**src/rtl/core/ppsfde_pkg.sv**
```systemverilog
// Shared types, widths and constants of the PPS frequency deviation estimator.
package ppsfde_pkg;

  localparam int PPS_DEFAULT          = 8;
  localparam int CAPTURE_BITS_DEFAULT = 24;

  localparam int COUNT_W    = 8;
  localparam int CAPFIELD_W = 24;
  localparam int DEV_W      = 32;
  localparam int CFG_W      = 32;
  localparam int CFG_IDX_W  = 3;
  localparam int TERM_W     = 26;
  localparam int SECREF_W   = 40;
  localparam int RF_W       = 32;

  localparam logic [COUNT_W-1:0] MAX_COUNT       = 8'd255;
  localparam logic [COUNT_W-1:0] END_COUNT_MULTI = 8'd7;
  localparam logic [COUNT_W-1:0] END_COUNT_RESET = 8'd7;

  typedef enum logic [CFG_IDX_W-1:0] {
    CFG_SECONDS,
    CFG_MODE,
    CFG_END_COUNT,
    CFG_CAPTURE_BIAS,
    CFG_WRAP_THRESHOLD,
    CFG_WRAP_ADD,
    CFG_REF_CLK,
    CFG_RF_HZ
  } cfg_index_t;

  typedef enum logic [1:0] {
    EV_NONE,
    EV_END,
    EV_ABORT
  } event_t;

  typedef enum logic [2:0] {
    ENG_IDLE,
    ENG_SUM,
    ENG_PREP,
    ENG_MUL,
    ENG_DIV,
    ENG_DONE
  } eng_state_t;

endpackage

```
**src/rtl/core/ppsfde_engine.sv**
```systemverilog
// Bit-serial multiply and restoring divide that turns a window offset into a deviation.
module ppsfde_engine import ppsfde_pkg::*; #(
  parameter int SUM_W = 37
) (
  input  logic                    clk,
  input  logic                    rst_n,
  input  logic                    start,
  input  logic signed [SUM_W-1:0] start_sum,
  input  logic [SECREF_W-1:0]     secref,
  input  logic [RF_W-1:0]         rf_hz,
  output logic                    busy,
  output logic                    out_valid,
  input  logic                    out_ready,
  output logic signed [DEV_W-1:0] out_deviation
);

  localparam int DIV_W  = ((SUM_W > SECREF_W) ? SUM_W : SECREF_W) + 2;
  localparam int MAG_W  = SUM_W - 1;
  localparam int DMAG_W = DIV_W - 1;
  localparam int NUM_W  = MAG_W + RF_W;
  localparam int CNT_W  = $clog2(NUM_W);

  eng_state_t               state_r, state_nxt;
  logic signed [SUM_W-1:0]  sum_r, sum_nxt;
  logic signed [DIV_W-1:0]  div_r, div_nxt;
  logic                     neg_r, neg_nxt;
  logic [MAG_W-1:0]         mag_r, mag_nxt;
  logic [DMAG_W-1:0]        dmag_r, dmag_nxt;
  logic [NUM_W-1:0]         prod_r, prod_nxt;
  logic [DMAG_W-1:0]        rem_r, rem_nxt;
  logic [DEV_W-1:0]         quo_r, quo_nxt;
  logic [CNT_W-1:0]         cnt_r, cnt_nxt;
  logic                     out_valid_r, out_valid_nxt;
  logic signed [DEV_W-1:0]  out_dev_r, out_dev_nxt;

  logic [MAG_W:0]           psum;
  logic [DMAG_W:0]          trial;
  logic [DMAG_W:0]          diff;
  logic                     ge;

  always_ff @(posedge clk) begin
    if (!rst_n) begin
      state_r     <= ENG_IDLE;
      out_valid_r <= 1'b0;
    end else begin
      state_r     <= state_nxt;
      out_valid_r <= out_valid_nxt;
    end
  end

  always_ff @(posedge clk) begin
    sum_r     <= sum_nxt;
    div_r     <= div_nxt;
    neg_r     <= neg_nxt;
    mag_r     <= mag_nxt;
    dmag_r    <= dmag_nxt;
    prod_r    <= prod_nxt;
    rem_r     <= rem_nxt;
    quo_r     <= quo_nxt;
    cnt_r     <= cnt_nxt;
    out_dev_r <= out_dev_nxt;
  end

  always_comb begin
    state_nxt     = state_r;
    sum_nxt       = sum_r;
    div_nxt       = div_r;
    neg_nxt       = neg_r;
    mag_nxt       = mag_r;
    dmag_nxt      = dmag_r;
    prod_nxt      = prod_r;
    rem_nxt       = rem_r;
    quo_nxt       = quo_r;
    cnt_nxt       = cnt_r;
    out_dev_nxt   = out_dev_r;
    out_valid_nxt = out_valid_r && !out_ready;

    psum  = {1'b0, prod_r[NUM_W-1:RF_W]} + (prod_r[0] ? {1'b0, mag_r} : {(MAG_W+1){1'b0}});
    trial = {rem_r, prod_r[NUM_W-1]};
    diff  = trial - {1'b0, dmag_r};
    ge    = (trial >= {1'b0, dmag_r});

    case (state_r)
      ENG_IDLE: begin
        if (start) begin
          sum_nxt   = start_sum;
          state_nxt = ENG_SUM;
        end
      end
      ENG_SUM: begin
        div_nxt   = $signed(DIV_W'(secref)) + DIV_W'(sum_r);
        state_nxt = ENG_PREP;
      end
      ENG_PREP: begin
        if (div_r == '0) begin
          state_nxt = ENG_IDLE;
        end else begin
          neg_nxt   = (sum_r > 0) != div_r[DIV_W-1];
          mag_nxt   = sum_r[SUM_W-1] ? MAG_W'(-sum_r) : MAG_W'(sum_r);
          dmag_nxt  = div_r[DIV_W-1] ? DMAG_W'(-div_r) : DMAG_W'(div_r);
          prod_nxt  = NUM_W'(rf_hz);
          rem_nxt   = '0;
          cnt_nxt   = CNT_W'(RF_W - 1);
          state_nxt = ENG_MUL;
        end
      end
      ENG_MUL: begin
        prod_nxt = {psum, prod_r[RF_W-1:1]};
        if (cnt_r == '0) begin
          cnt_nxt   = CNT_W'(NUM_W - 1);
          state_nxt = ENG_DIV;
        end else begin
          cnt_nxt = cnt_r - 1'b1;
        end
      end
      ENG_DIV: begin
        rem_nxt  = ge ? diff[DMAG_W-1:0] : trial[DMAG_W-1:0];
        prod_nxt = {prod_r[NUM_W-2:0], 1'b0};
        quo_nxt  = {quo_r[DEV_W-2:0], ge};
        if (cnt_r == '0) begin
          state_nxt = ENG_DONE;
        end else begin
          cnt_nxt = cnt_r - 1'b1;
        end
      end
      ENG_DONE: begin
        if (!out_valid_r || out_ready) begin
          out_dev_nxt   = neg_r ? $signed(DEV_W'(-quo_r)) : $signed(quo_r);
          out_valid_nxt = 1'b1;
          state_nxt     = ENG_IDLE;
        end
      end
      default: begin
        state_nxt = ENG_IDLE;
      end
    endcase
  end

  assign busy          = (state_r != ENG_IDLE);
  assign out_valid     = out_valid_r;
  assign out_deviation = out_dev_r;

endmodule

```
**src/rtl/core/pps_frequency_deviation_estimator_top.sv**
```systemverilog
// Top level of the PPS frequency deviation estimator.
//
// The input channel carries one polled sample per transaction: the millisecond
// timer count and the PPS capture read with it. The result channel carries a
// signed deviation in hertz, produced only when an estimation window closes
// with a nonzero divisor. Registers are written through the cfg port at any
// edge where cfg_we is high; they are meant to change only while idle.
//
// A sample that does not close a window leaves in_ready high, and the next
// sample may follow in the next cycle. A sample that closes a window starts the
// arithmetic engine: it captures the window sum, forms the divisor, sets up,
// runs a shift-add multiply by rf_hz and then a restoring division over NUM_W
// product bits, where NUM_W is the offset magnitude width plus 32 (68 at
// default parameters), and finally loads the output register. The next sample
// can be accepted once the result is loaded. A zero divisor returns the engine
// to idle from its setup step with no result. The input is held off while the
// engine runs, and the engine holds its result while the output register is
// still occupied by an unclaimed transaction. Reset clears the window, the
// sample history, all configuration registers and the output valid flag.
module pps_frequency_deviation_estimator_top import ppsfde_pkg::*; #(
  parameter int PULSES_PER_SECOND = PPS_DEFAULT,
  parameter int CAPTURE_BITS      = CAPTURE_BITS_DEFAULT
) (
  input  logic                    clk,
  input  logic                    rst_n,
  input  logic                    in_valid,
  output logic                    in_ready,
  input  logic [COUNT_W-1:0]      in_timer_count,
  input  logic [CAPFIELD_W-1:0]   in_capture_value,
  output logic                    out_valid,
  input  logic                    out_ready,
  output logic signed [DEV_W-1:0] out_deviation,
  input  logic                    cfg_we,
  input  logic [CFG_IDX_W-1:0]    cfg_index,
  input  logic [CFG_W-1:0]        cfg_wdata
);

  localparam int CAP_W      = (CAPTURE_BITS < CAPFIELD_W) ? CAPTURE_BITS : CAPFIELD_W;
  localparam int MAX_PULSES = int'(MAX_COUNT) * PULSES_PER_SECOND;
  localparam int PIDX_W     = $clog2(MAX_PULSES + 1);
  localparam int SUM_W      = PIDX_W + TERM_W;

  logic [7:0]               seconds_r;
  logic                     mode_r;
  logic [COUNT_W-1:0]       end_count_r;
  logic [CAPFIELD_W-1:0]    capture_bias_r;
  logic [CAPFIELD_W-1:0]    wrap_threshold_r;
  logic [CAPFIELD_W-1:0]    wrap_add_r;
  logic [31:0]              ref_clk_r;
  logic [RF_W-1:0]          rf_hz_r;
  logic [SECREF_W-1:0]      secref_r;

  logic [COUNT_W-1:0]       prev_count_r, prev_count_nxt;
  logic                     have_prev_r, have_prev_nxt;
  logic [PIDX_W-1:0]        pidx_r, pidx_nxt;
  logic signed [SUM_W-1:0]  sum_r, sum_nxt;

  logic                     accept;
  logic                     start;
  logic                     eng_busy;
  logic [CAPFIELD_W-1:0]    cap;
  logic [COUNT_W-1:0]       end_mark;
  logic [COUNT_W:0]         end_plus;
  logic                     wrapped;
  logic signed [TERM_W-1:0] term;
  logic signed [SUM_W-1:0]  sum_add;
  logic [PIDX_W-1:0]        pidx_inc;
  logic [PIDX_W-1:0]        need;
  event_t                   ev;

  always_ff @(posedge clk) begin
    if (!rst_n) begin
      seconds_r        <= '0;
      mode_r           <= 1'b0;
      end_count_r      <= END_COUNT_RESET;
      capture_bias_r   <= '0;
      wrap_threshold_r <= '0;
      wrap_add_r       <= '0;
      ref_clk_r        <= '0;
      rf_hz_r          <= '0;
    end else if (cfg_we) begin
      case (cfg_index_t'(cfg_index))
        CFG_SECONDS:        seconds_r        <= cfg_wdata[7:0];
        CFG_MODE:           mode_r           <= cfg_wdata[0];
        CFG_END_COUNT:      end_count_r      <= cfg_wdata[COUNT_W-1:0];
        CFG_CAPTURE_BIAS:   capture_bias_r   <= cfg_wdata[CAPFIELD_W-1:0];
        CFG_WRAP_THRESHOLD: wrap_threshold_r <= cfg_wdata[CAPFIELD_W-1:0];
        CFG_WRAP_ADD:       wrap_add_r       <= cfg_wdata[CAPFIELD_W-1:0];
        CFG_REF_CLK:        ref_clk_r        <= cfg_wdata;
        CFG_RF_HZ:          rf_hz_r          <= cfg_wdata;
        default: begin
        end
      endcase
    end
  end

  always_ff @(posedge clk) begin
    secref_r <= SECREF_W'(seconds_r) * SECREF_W'(ref_clk_r);
  end

  always_ff @(posedge clk) begin
    if (!rst_n) begin
      prev_count_r <= '0;
      have_prev_r  <= 1'b0;
      pidx_r       <= '0;
      sum_r        <= '0;
    end else begin
      prev_count_r <= prev_count_nxt;
      have_prev_r  <= have_prev_nxt;
      pidx_r       <= pidx_nxt;
      sum_r        <= sum_nxt;
    end
  end

  always_comb begin
    cap      = CAPFIELD_W'(in_capture_value[CAP_W-1:0]);
    end_mark = mode_r ? END_COUNT_MULTI : end_count_r;
    end_plus = {1'b0, end_mark} + 1'b1;

    if (in_timer_count == '0) begin
      if (prev_count_r == end_mark) begin
        ev = EV_END;
      end else if (prev_count_r != MAX_COUNT) begin
        ev = EV_ABORT;
      end else begin
        ev = EV_NONE;
      end
    end else if (in_timer_count == COUNT_W'(1)) begin
      ev = (prev_count_r != MAX_COUNT && prev_count_r != '0) ? EV_ABORT : EV_NONE;
    end else if ({1'b0, in_timer_count} > end_plus) begin
      ev = EV_ABORT;
    end else begin
      ev = EV_NONE;
    end

    wrapped = !mode_r && (cap < wrap_threshold_r);
    term    = wrapped ?
              $signed(TERM_W'(cap) + TERM_W'(wrap_add_r) + TERM_W'(1)) :
              $signed(TERM_W'(cap) - TERM_W'(capture_bias_r) + TERM_W'(1));
    sum_add  = sum_r + SUM_W'(term);
    pidx_inc = pidx_r + 1'b1;
    need     = mode_r ? PIDX_W'(int'(seconds_r) * PULSES_PER_SECOND) : PIDX_W'(seconds_r);

    accept         = in_valid && in_ready;
    start          = 1'b0;
    prev_count_nxt = prev_count_r;
    have_prev_nxt  = have_prev_r;
    pidx_nxt       = pidx_r;
    sum_nxt        = sum_r;

    if (accept) begin
      if (seconds_r == '0) begin
        have_prev_nxt = 1'b0;
        pidx_nxt      = '0;
        sum_nxt       = '0;
      end else if (!have_prev_r) begin
        prev_count_nxt = in_timer_count;
        have_prev_nxt  = 1'b1;
      end else if (in_timer_count != prev_count_r) begin
        case (ev)
          EV_NONE: begin
            prev_count_nxt = in_timer_count;
          end
          EV_ABORT: begin
            have_prev_nxt = 1'b0;
            pidx_nxt      = '0;
            sum_nxt       = '0;
          end
          EV_END: begin
            have_prev_nxt = 1'b0;
            if (pidx_inc >= need) begin
              pidx_nxt = '0;
              sum_nxt  = '0;
              start    = 1'b1;
            end else begin
              pidx_nxt = pidx_inc;
              sum_nxt  = sum_add;
            end
          end
          default: begin
          end
        endcase
      end
    end
  end

  assign in_ready = !eng_busy;

  ppsfde_engine #(
    .SUM_W (SUM_W)
  ) u_engine (
    .clk           (clk),
    .rst_n         (rst_n),
    .start         (start),
    .start_sum     (sum_add),
    .secref        (secref_r),
    .rf_hz         (rf_hz_r),
    .busy          (eng_busy),
    .out_valid     (out_valid),
    .out_ready     (out_ready),
    .out_deviation (out_deviation)
  );

endmodule

```
**config.mk**
```make
export PLATFORM = sky130hd
export DESIGN_NAME = pps_frequency_deviation_estimator_top
export DESIGN_NICKNAME = d
export VERILOG_FILES = /design/src/rtl/core/ppsfde_pkg.sv /design/src/rtl/core/ppsfde_engine.sv /design/src/rtl/core/pps_frequency_deviation_estimator_top.sv
export SDC_FILE = /design/constraint.sdc
export NUM_CORES = 2
export LEC_CHECK = 0
export ABC_AREA = 1
export BUFFER_PORTS_ARGS = -buffer_cell sky130_fd_sc_hd__buf_2
export CORE_ASPECT_RATIO = 0.5
export CORE_UTILIZATION = 65
export DETAILED_ROUTE_END_ITERATION = 10
export MAX_ROUTING_LAYER = met4
export PLACE_DENSITY = 0.9
export SKIP_CTS_REPAIR_TIMING = 1
export SLEW_MARGIN = 25
export SYNTH_ARGS = -nofsm -noshare
export SYNTH_HDL_FRONTEND = slang
export SYNTH_SLANG_ARGS = --single-unit
```
**constraint.sdc**
```tcl
create_clock -name clk -period 6.4 [get_ports clk]
set_clock_uncertainty 0.2 [all_clocks]
set_input_delay 1.28 -clock clk [delete_from_list [all_inputs] [get_ports clk]]
set_output_delay 1.28 -clock clk [all_outputs]
set_load 0.01 [all_outputs]
```
==> Word level (Yosys, flattened, before mapping) <==
Index checks and enable logic that the tools add are counted.
{ "word_totals": {"reg_bits": 591, "latch_bits": 0, "mem_bits_rw": 0, "mem_bits_ro": 0, "out_inout_bits": 34, "wordCells": 168, "mem_count": 0} }
{ "op_classes": {"add_sub_neg": 14, "mul": 1, "div": 0, "order_cmp": 5, "n_eq_ne": 27, "shift": 0, "n_mux": 53, "n_bitwise": 2, "reduce_logical": 41} }
{ "ops": {"columns": ["operator", "count"], "rows": [
  ["$pmux 68 s3", 1],
  ["$mux 37", 4],
  ["$mux 41", 3],
  ["$pmux 41 s2", 1],
  ["$pmux 37 s2", 1],
  ["$mux 36", 2],
  ["$mux 68", 1],
  ["$mux 11", 5],
  ["$add 41x37->42", 1],
  ["$ge 42x41->1", 1],
  ["$logic_not 42->1", 1],
  ["$neg 41->41", 1],
  ["$sub 41x41->41", 1],
  ["$mul 8x32->40", 1],
  ["$add 36x37->37", 1],
  ["$add 37x26->37", 1],
  ["$gt 37x1->1 const B", 1],
  ["$neg 36->36", 1],
  ["$mux 32", 1],
  ["$mux 8", 4],
  ["$neg 32->32", 1],
  ["$add 25x1->26 const B", 1],
  ["$add 25x2->26 const B", 1],
  ["$mux 26", 1],
  ["other kinds (42)", 106]
]} }

==> Longest topological paths before layout <==
{ "depth": {"depth_word": 14, "depth_mapped": 36, "depth_no_buf": 36} }

==> Modules after synthesis <==
A second synthesis with hierarchy kept.
{ "hier_totals": {"hier_cells": 6478, "area_unflattened_um2": 47560.6} }
{ "by_module_without_submodules": {"columns": ["mod", "n_inst", "cells_each", "area_per_inst_um2", "seq_area_each_um2"], "rows": [
  ["ppsfde_engine", 1, 3086, 23902.9, 10199.8],
  ["pps_frequency_deviation_estimator_top", 1, 3392, 23657.7, 5004.8]
]} }

==> Worst setup path before layout <==
Ideal clock, no wire load.
{ "synth_timing": {"path_type": "input to register", "start": "in in_capture_value[0]", "end": "reg u_engine.sum_r[36] (data pin)", "setup_ns": 0.255, "t_arrival_ns": 4.811, "slack_ns": 1.135, "path_stages": 31, "cell_sequence": "inv_1 ha_1 fa_1 inv_1 nand2_1 nor2_1 nand3_1 nor2_1 nand3_2 nor3_2 nand2_2 nor2_4 and2_4 nand2_1 nand2_1 nand3_1 nand2_1 inv_1 ha_1 nand2_1 nor2_1 inv_1 nor2_1 inv_1 nor3_1 nand3_1 nand3_1 a21oi_1 inv_1 nand3_2 and2_1"} }
{ "synth_between": {"elab_chain_cells": 4, "elab_cells_between_ends": 8, "classes_between": "5 x add/sub; 1 x order compare; 1 x mux; 1 x reduce/logical"} }
{ "synth_lines": {"columns": ["element", "line_no", "text"], "rows": [
  ["from (decl)", "pps_frequency_deviation_estimator_top.sv:29", "input logic [CAPFIELD_W-1:0] in_capture_value,"],
  ["$sub 24x24->25, or another cell as far along", "pps_frequency_deviation_estimator_top.sv:139", "$signed(TERM_W'(cap) - TERM_W'(capture_bias_r) + TERM_W'(1));"],
  ["$add 25x2->26, or another cell as far along", "pps_frequency_deviation_estimator_top.sv:139", null],
  ["$mux 26 (*)", "pps_frequency_deviation_estimator_top.sv:137", "term = wrapped ?"],
  ["$add 37x26->37 (*)", "pps_frequency_deviation_estimator_top.sv:140", "sum_add = sum_r + SUM_W'(term);"],
  ["net sum_add[36]", "pps_frequency_deviation_estimator_top.sv:66", "logic signed [SUM_W-1:0] sum_add;"],
  ["to (signal assigned)", "ppsfde_engine.sv:52", "sum_r <= sum_nxt;"],
  ["to (decl)", "ppsfde_engine.sv:24", "logic signed [SUM_W-1:0] sum_r, sum_nxt;"]
]} }
Mark *: on every way through the listed nets, which the timed path passes. The rest lies on a longest branch.
A chain may end at the register's enable or synchronous reset.

==> Worst setup path after layout <==
{ "layout_timing": {"start": "reg seconds_r[7]", "end": "reg secref_r[29]"} }
{ "layout_between": {"elab_chain_cells": 1} }
{ "layout_lines": {"columns": ["element", "line_no", "text"], "rows": [
  ["from (decl)", "pps_frequency_deviation_estimator_top.sv:43", "logic [7:0] seconds_r;"],
  ["from (signal assigned)", "pps_frequency_deviation_estimator_top.sv:83", "CFG_SECONDS: seconds_r <= cfg_wdata[7:0];"],
  ["$mul 8x32->40", "pps_frequency_deviation_estimator_top.sv:98", "secref_r <= SECREF_W'(seconds_r) * SECREF_W'(ref_clk_r);"],
  ["to (signal assigned)", "pps_frequency_deviation_estimator_top.sv:98", null],
  ["to (decl)", "pps_frequency_deviation_estimator_top.sv:51", "logic [SECREF_W-1:0] secref_r;"]
]} }
Every way passes these cells.

==> reports/metrics.yaml <==
hold_path:
  worstHoldStart: "capture_bias_r[7]"
  whs_path_depth: 2
  hold_path.class: "flop to flop"
  min_to: "capture_bias_r[7]"
global_routing:
  grt_pass1_vias: 39200
  grt_use_total_pct: 37.7
  gr-total-overflow: 0
  antenna_found_initial: 1
  grt_pass1_wl_mm: 208
  grt_max_degree: 127
logic_synthesis:
  avgSynthCellArea_sq_um: 7.66
  synth-edff-count: 337
  synth_cells: 5958
  ys_seq_elements: 591
  yosysMostFrequentCell: "nand2_1"
  synth.distinct_cells: 64
  synthFlopType: "edfxtp_1"
  synthTopCellsByArea: "edfxtp_1 22%, dfxtp_1 11%, nand2_1 9.7%"
  synthTopCellsByCount: "1185 x nand2_1, 961 x inv_1, 649 x nor2_1"
  yosysTopAreaCell: "edfxtp_1"
  async_flop_share_pct: 0
  yosys_warnings: 0
  yosysSeqAreaShare_pct: 33.3
  synth_area_sq_um: 45600
  synth_top_area_share_pct: 22.2
  syn_nets: 6527
worst_setup_path:
  arrival_ns: 6.17
  cp-end-kind: "flop"
  regToRegEndpoint: "secref_r[29]"
  reg2reg_slack_ns: 0.61
  rr_worst_depth: 17
  critPathRequiredTime_ns: 6.79
  cp-start-kind: "flop"
  cp_max_fo: 19
  crit_type: "flop to flop"
  crit_start: "seconds_r[7]"
  r2r-start: "seconds_r[7]"
die:
  start_util_pct: 66.0
  rows: 68
  dieArea_sq_um: 71300
  io_pins: 106
  core_sq_um: 69200
  die_x_um: 377
  dieHeight_um: 189
detailed_routing:
  vias: 41200
  via_per_inst: 5.90
  drtAntennaViolNets: 0
  drt_pass1_iterations: 7
  drt-wirelength-per-cell_um: 18.9
  routed_wirelength_mm: 132
  first_iter_violations: 4252
  remaining_drc_errors: 0
power:
  peakVddDrop_mv: 0.417
  p_leak_nw: 23.6
  p_per_area_nw_per_um2: 275
cells_and_area:
  finalNonFillerCells: 6981
  nFillCells: 5518
  drive_above_1_share_pct: 5.14
  multiInputGateArea_sq_um: 26200
  final_area_sq_um: 48900
  nets: 6557
  syn_to_final_growth_pct: 7.16
  regArea_sq_um: 15200
clocking:
  cts_tree: "built"
  htreeDepth: 2
  cts_made_buffers: 54
  cts_root_buf: "clkbuf_16"
  cts.path.max_buffers: 3
  insertion_delay_ns: 0.68
  cts.clk_slew.worst_paths_ns: 0.07
  cts.sinks: 591
timing:
  max_slew.worst_pin.slew_ns: 1.08
  rsz0062_at_grt: "false"
  setup_tns_ns: 0
  setup_viol: 0
  max_freq_mhz: 173
  timing.slew.headroom_pct: 27.6
  finalMaxSlewViolations: 0
  hold_ws_ns: 0.259
  finalHoldViolCount: 0
  fin_crit_sh_pct: 90.4
  period_minus_slack_ns: 5.79
run_status:
  outcome: "finished, final reports clean"
placement:
  placed_cells: 6876
  numPortBuffers: 105
  place_area_sq_um: 47000
  gp_congestion: 1.11
  hpwlAfterDp_mm: 103
flow_run:
  cap_violations: 0
worst max-delay path, stage by stage, from the launching register on:
cell      delay (ns)
dfxtp_1         0.81
buf_4           0.39
nand2_1         0.12
fa_1            0.56
inv_1           0.06
fa_1            0.50
fa_1            0.52
fa_1            0.49
ha_1            0.44
a21oi_1         0.38
inv_1           0.07
a21oi_1         0.18
o21a_1          0.15
nand2_1         0.07
a21oi_1         0.21
o21ai_0         0.15
a21boi_0        0.23
xnor2_1         0.18
state kept, by name, indices dropped and copies added (netlist names), 24 cells and up:
register / flops
u_engine.sum_r: 37
rf_hz_r: 32
u_engine.rem_r: 41
u_engine.quo_r: 32
sum_r: 37
wrap_threshold_r: 24
u_engine.mag_r: 36
u_engine.dmag_r: 41
secref_r: 40
ref_clk_r: 32
u_engine.out_deviation: 32
u_engine.prod_r: 68
u_engine.div_r: 42
capture_bias_r: 24
wrap_add_r: 24
placed cells by master, fill, tap and decap left out, types with 6 or more instances in the layout:
cell type	count
a21boi_0	10
a21o_1	25
a21oi_1	432
a31oi_1	91
buf_2	104
buf_4	41
clkbuf_1	10
clkbuf_16	54
clkbuf_8	6
clkinv_1	9
clkinv_2	8
clkinvlp_4	6
dfxtp_1	253
edfxtp_1	337
fa_1	186
ha_1	311
inv_1	957
nand2_1	1183
nand2_2	11
nand3_1	209
nand3b_1	7
nand4_1	66
nor2_1	646
nor2_2	8
nor3_1	60
nor3_2	9
nor4_1	31
o211ai_1	15
o21a_1	24
o21ai_0	440
o21ai_1	11
o21bai_1	20
o221ai_1	40
o31ai_1	10
or2_2	11
xnor2_1	124
xor2_1	187
layout make-up:
cell class / instances / area share (%)
Timing Repair Buffer: 149 / 1.84
Clock buffer: 70 / 3.01
Clock inverter: 32 / 0.681
Multi-Input combinational cell: 4224 / 53.5
Antenna cell: 2 / 0.0102
Sequential cell: 591 / 31.1
Tap cell: 945 / 2.42
Inverter: 968 / 7.43
cell families (layout without fill, tap and decap cells):
| family | Yosys count | count (layout) | synth area share, % |
|---|---|---|---|
| AOI/OAI and AO/OA | 1145 | 1145 | 13.9 |
| xor gates and xnor gates | 312 | 312 | 6.01 |
| adders and majority gates | 497 | 497 | 16.7 |
| buffers and inverters | 1143 | 1219 | 9.48 |
| DFF | 591 | 591 | 33.3 |
| muxes | 5 | 5 | 0.110 |
| other | 0 | 2 | 0 |
| and+or+nand+nor | 2265 | 2265 | 20.4 |
worst max path at each step:
stage               depth (start not counted)                  to  slack, ns
global route                               18        secref_r[32]       0.25
detailed placement                         27  u_engine.sum_r[36]       0.35
global placement                           26  u_engine.sum_r[33]       0.41
finish                                     17        secref_r[29]       0.61
floorplan                                  31  u_engine.sum_r[36]       1.13
CTS                                        16        secref_r[30]       0.73
through the flow:
stage | util [%] | setup WS, ns | total power, W
after floorplan | - | 1.13 | 0.00870
after global placement | 68.0 | 0.410 | 0.00983
after detailed placement | 68.0 | 0.345 | 0.0100
after CTS | 70.6 | 0.732 | 0.0133
after global routing | 70.7 | 0.252 | 0.0142
final | 70.7 | 0.611 | 0.0134
per-layer routing:
layer | share of wire, % | global-route usage, % | vias to the layer above
met2 | 45 | 57.8 | 2015
met5 | 0 | - | -
li1 | - | - | 19500
met4 | 3.2 | 11.6 | 0
met1 | 43 | 51.2 | 19400
met3 | 9.7 | 6.29 | 272
power by group:
group	total (W)	internal [W]	leakage, nW	switching [W]
Sequential	0.00529	0.00490	5.17	0.000385
Clock	0.00331	0.00174	0.855	0.00157
Combinational	0.00485	0.00152	17.5	0.00333
Total	0.0134	0.00816	23.6	0.00528
No activity file was read; power rests on OpenSTA's default activity.
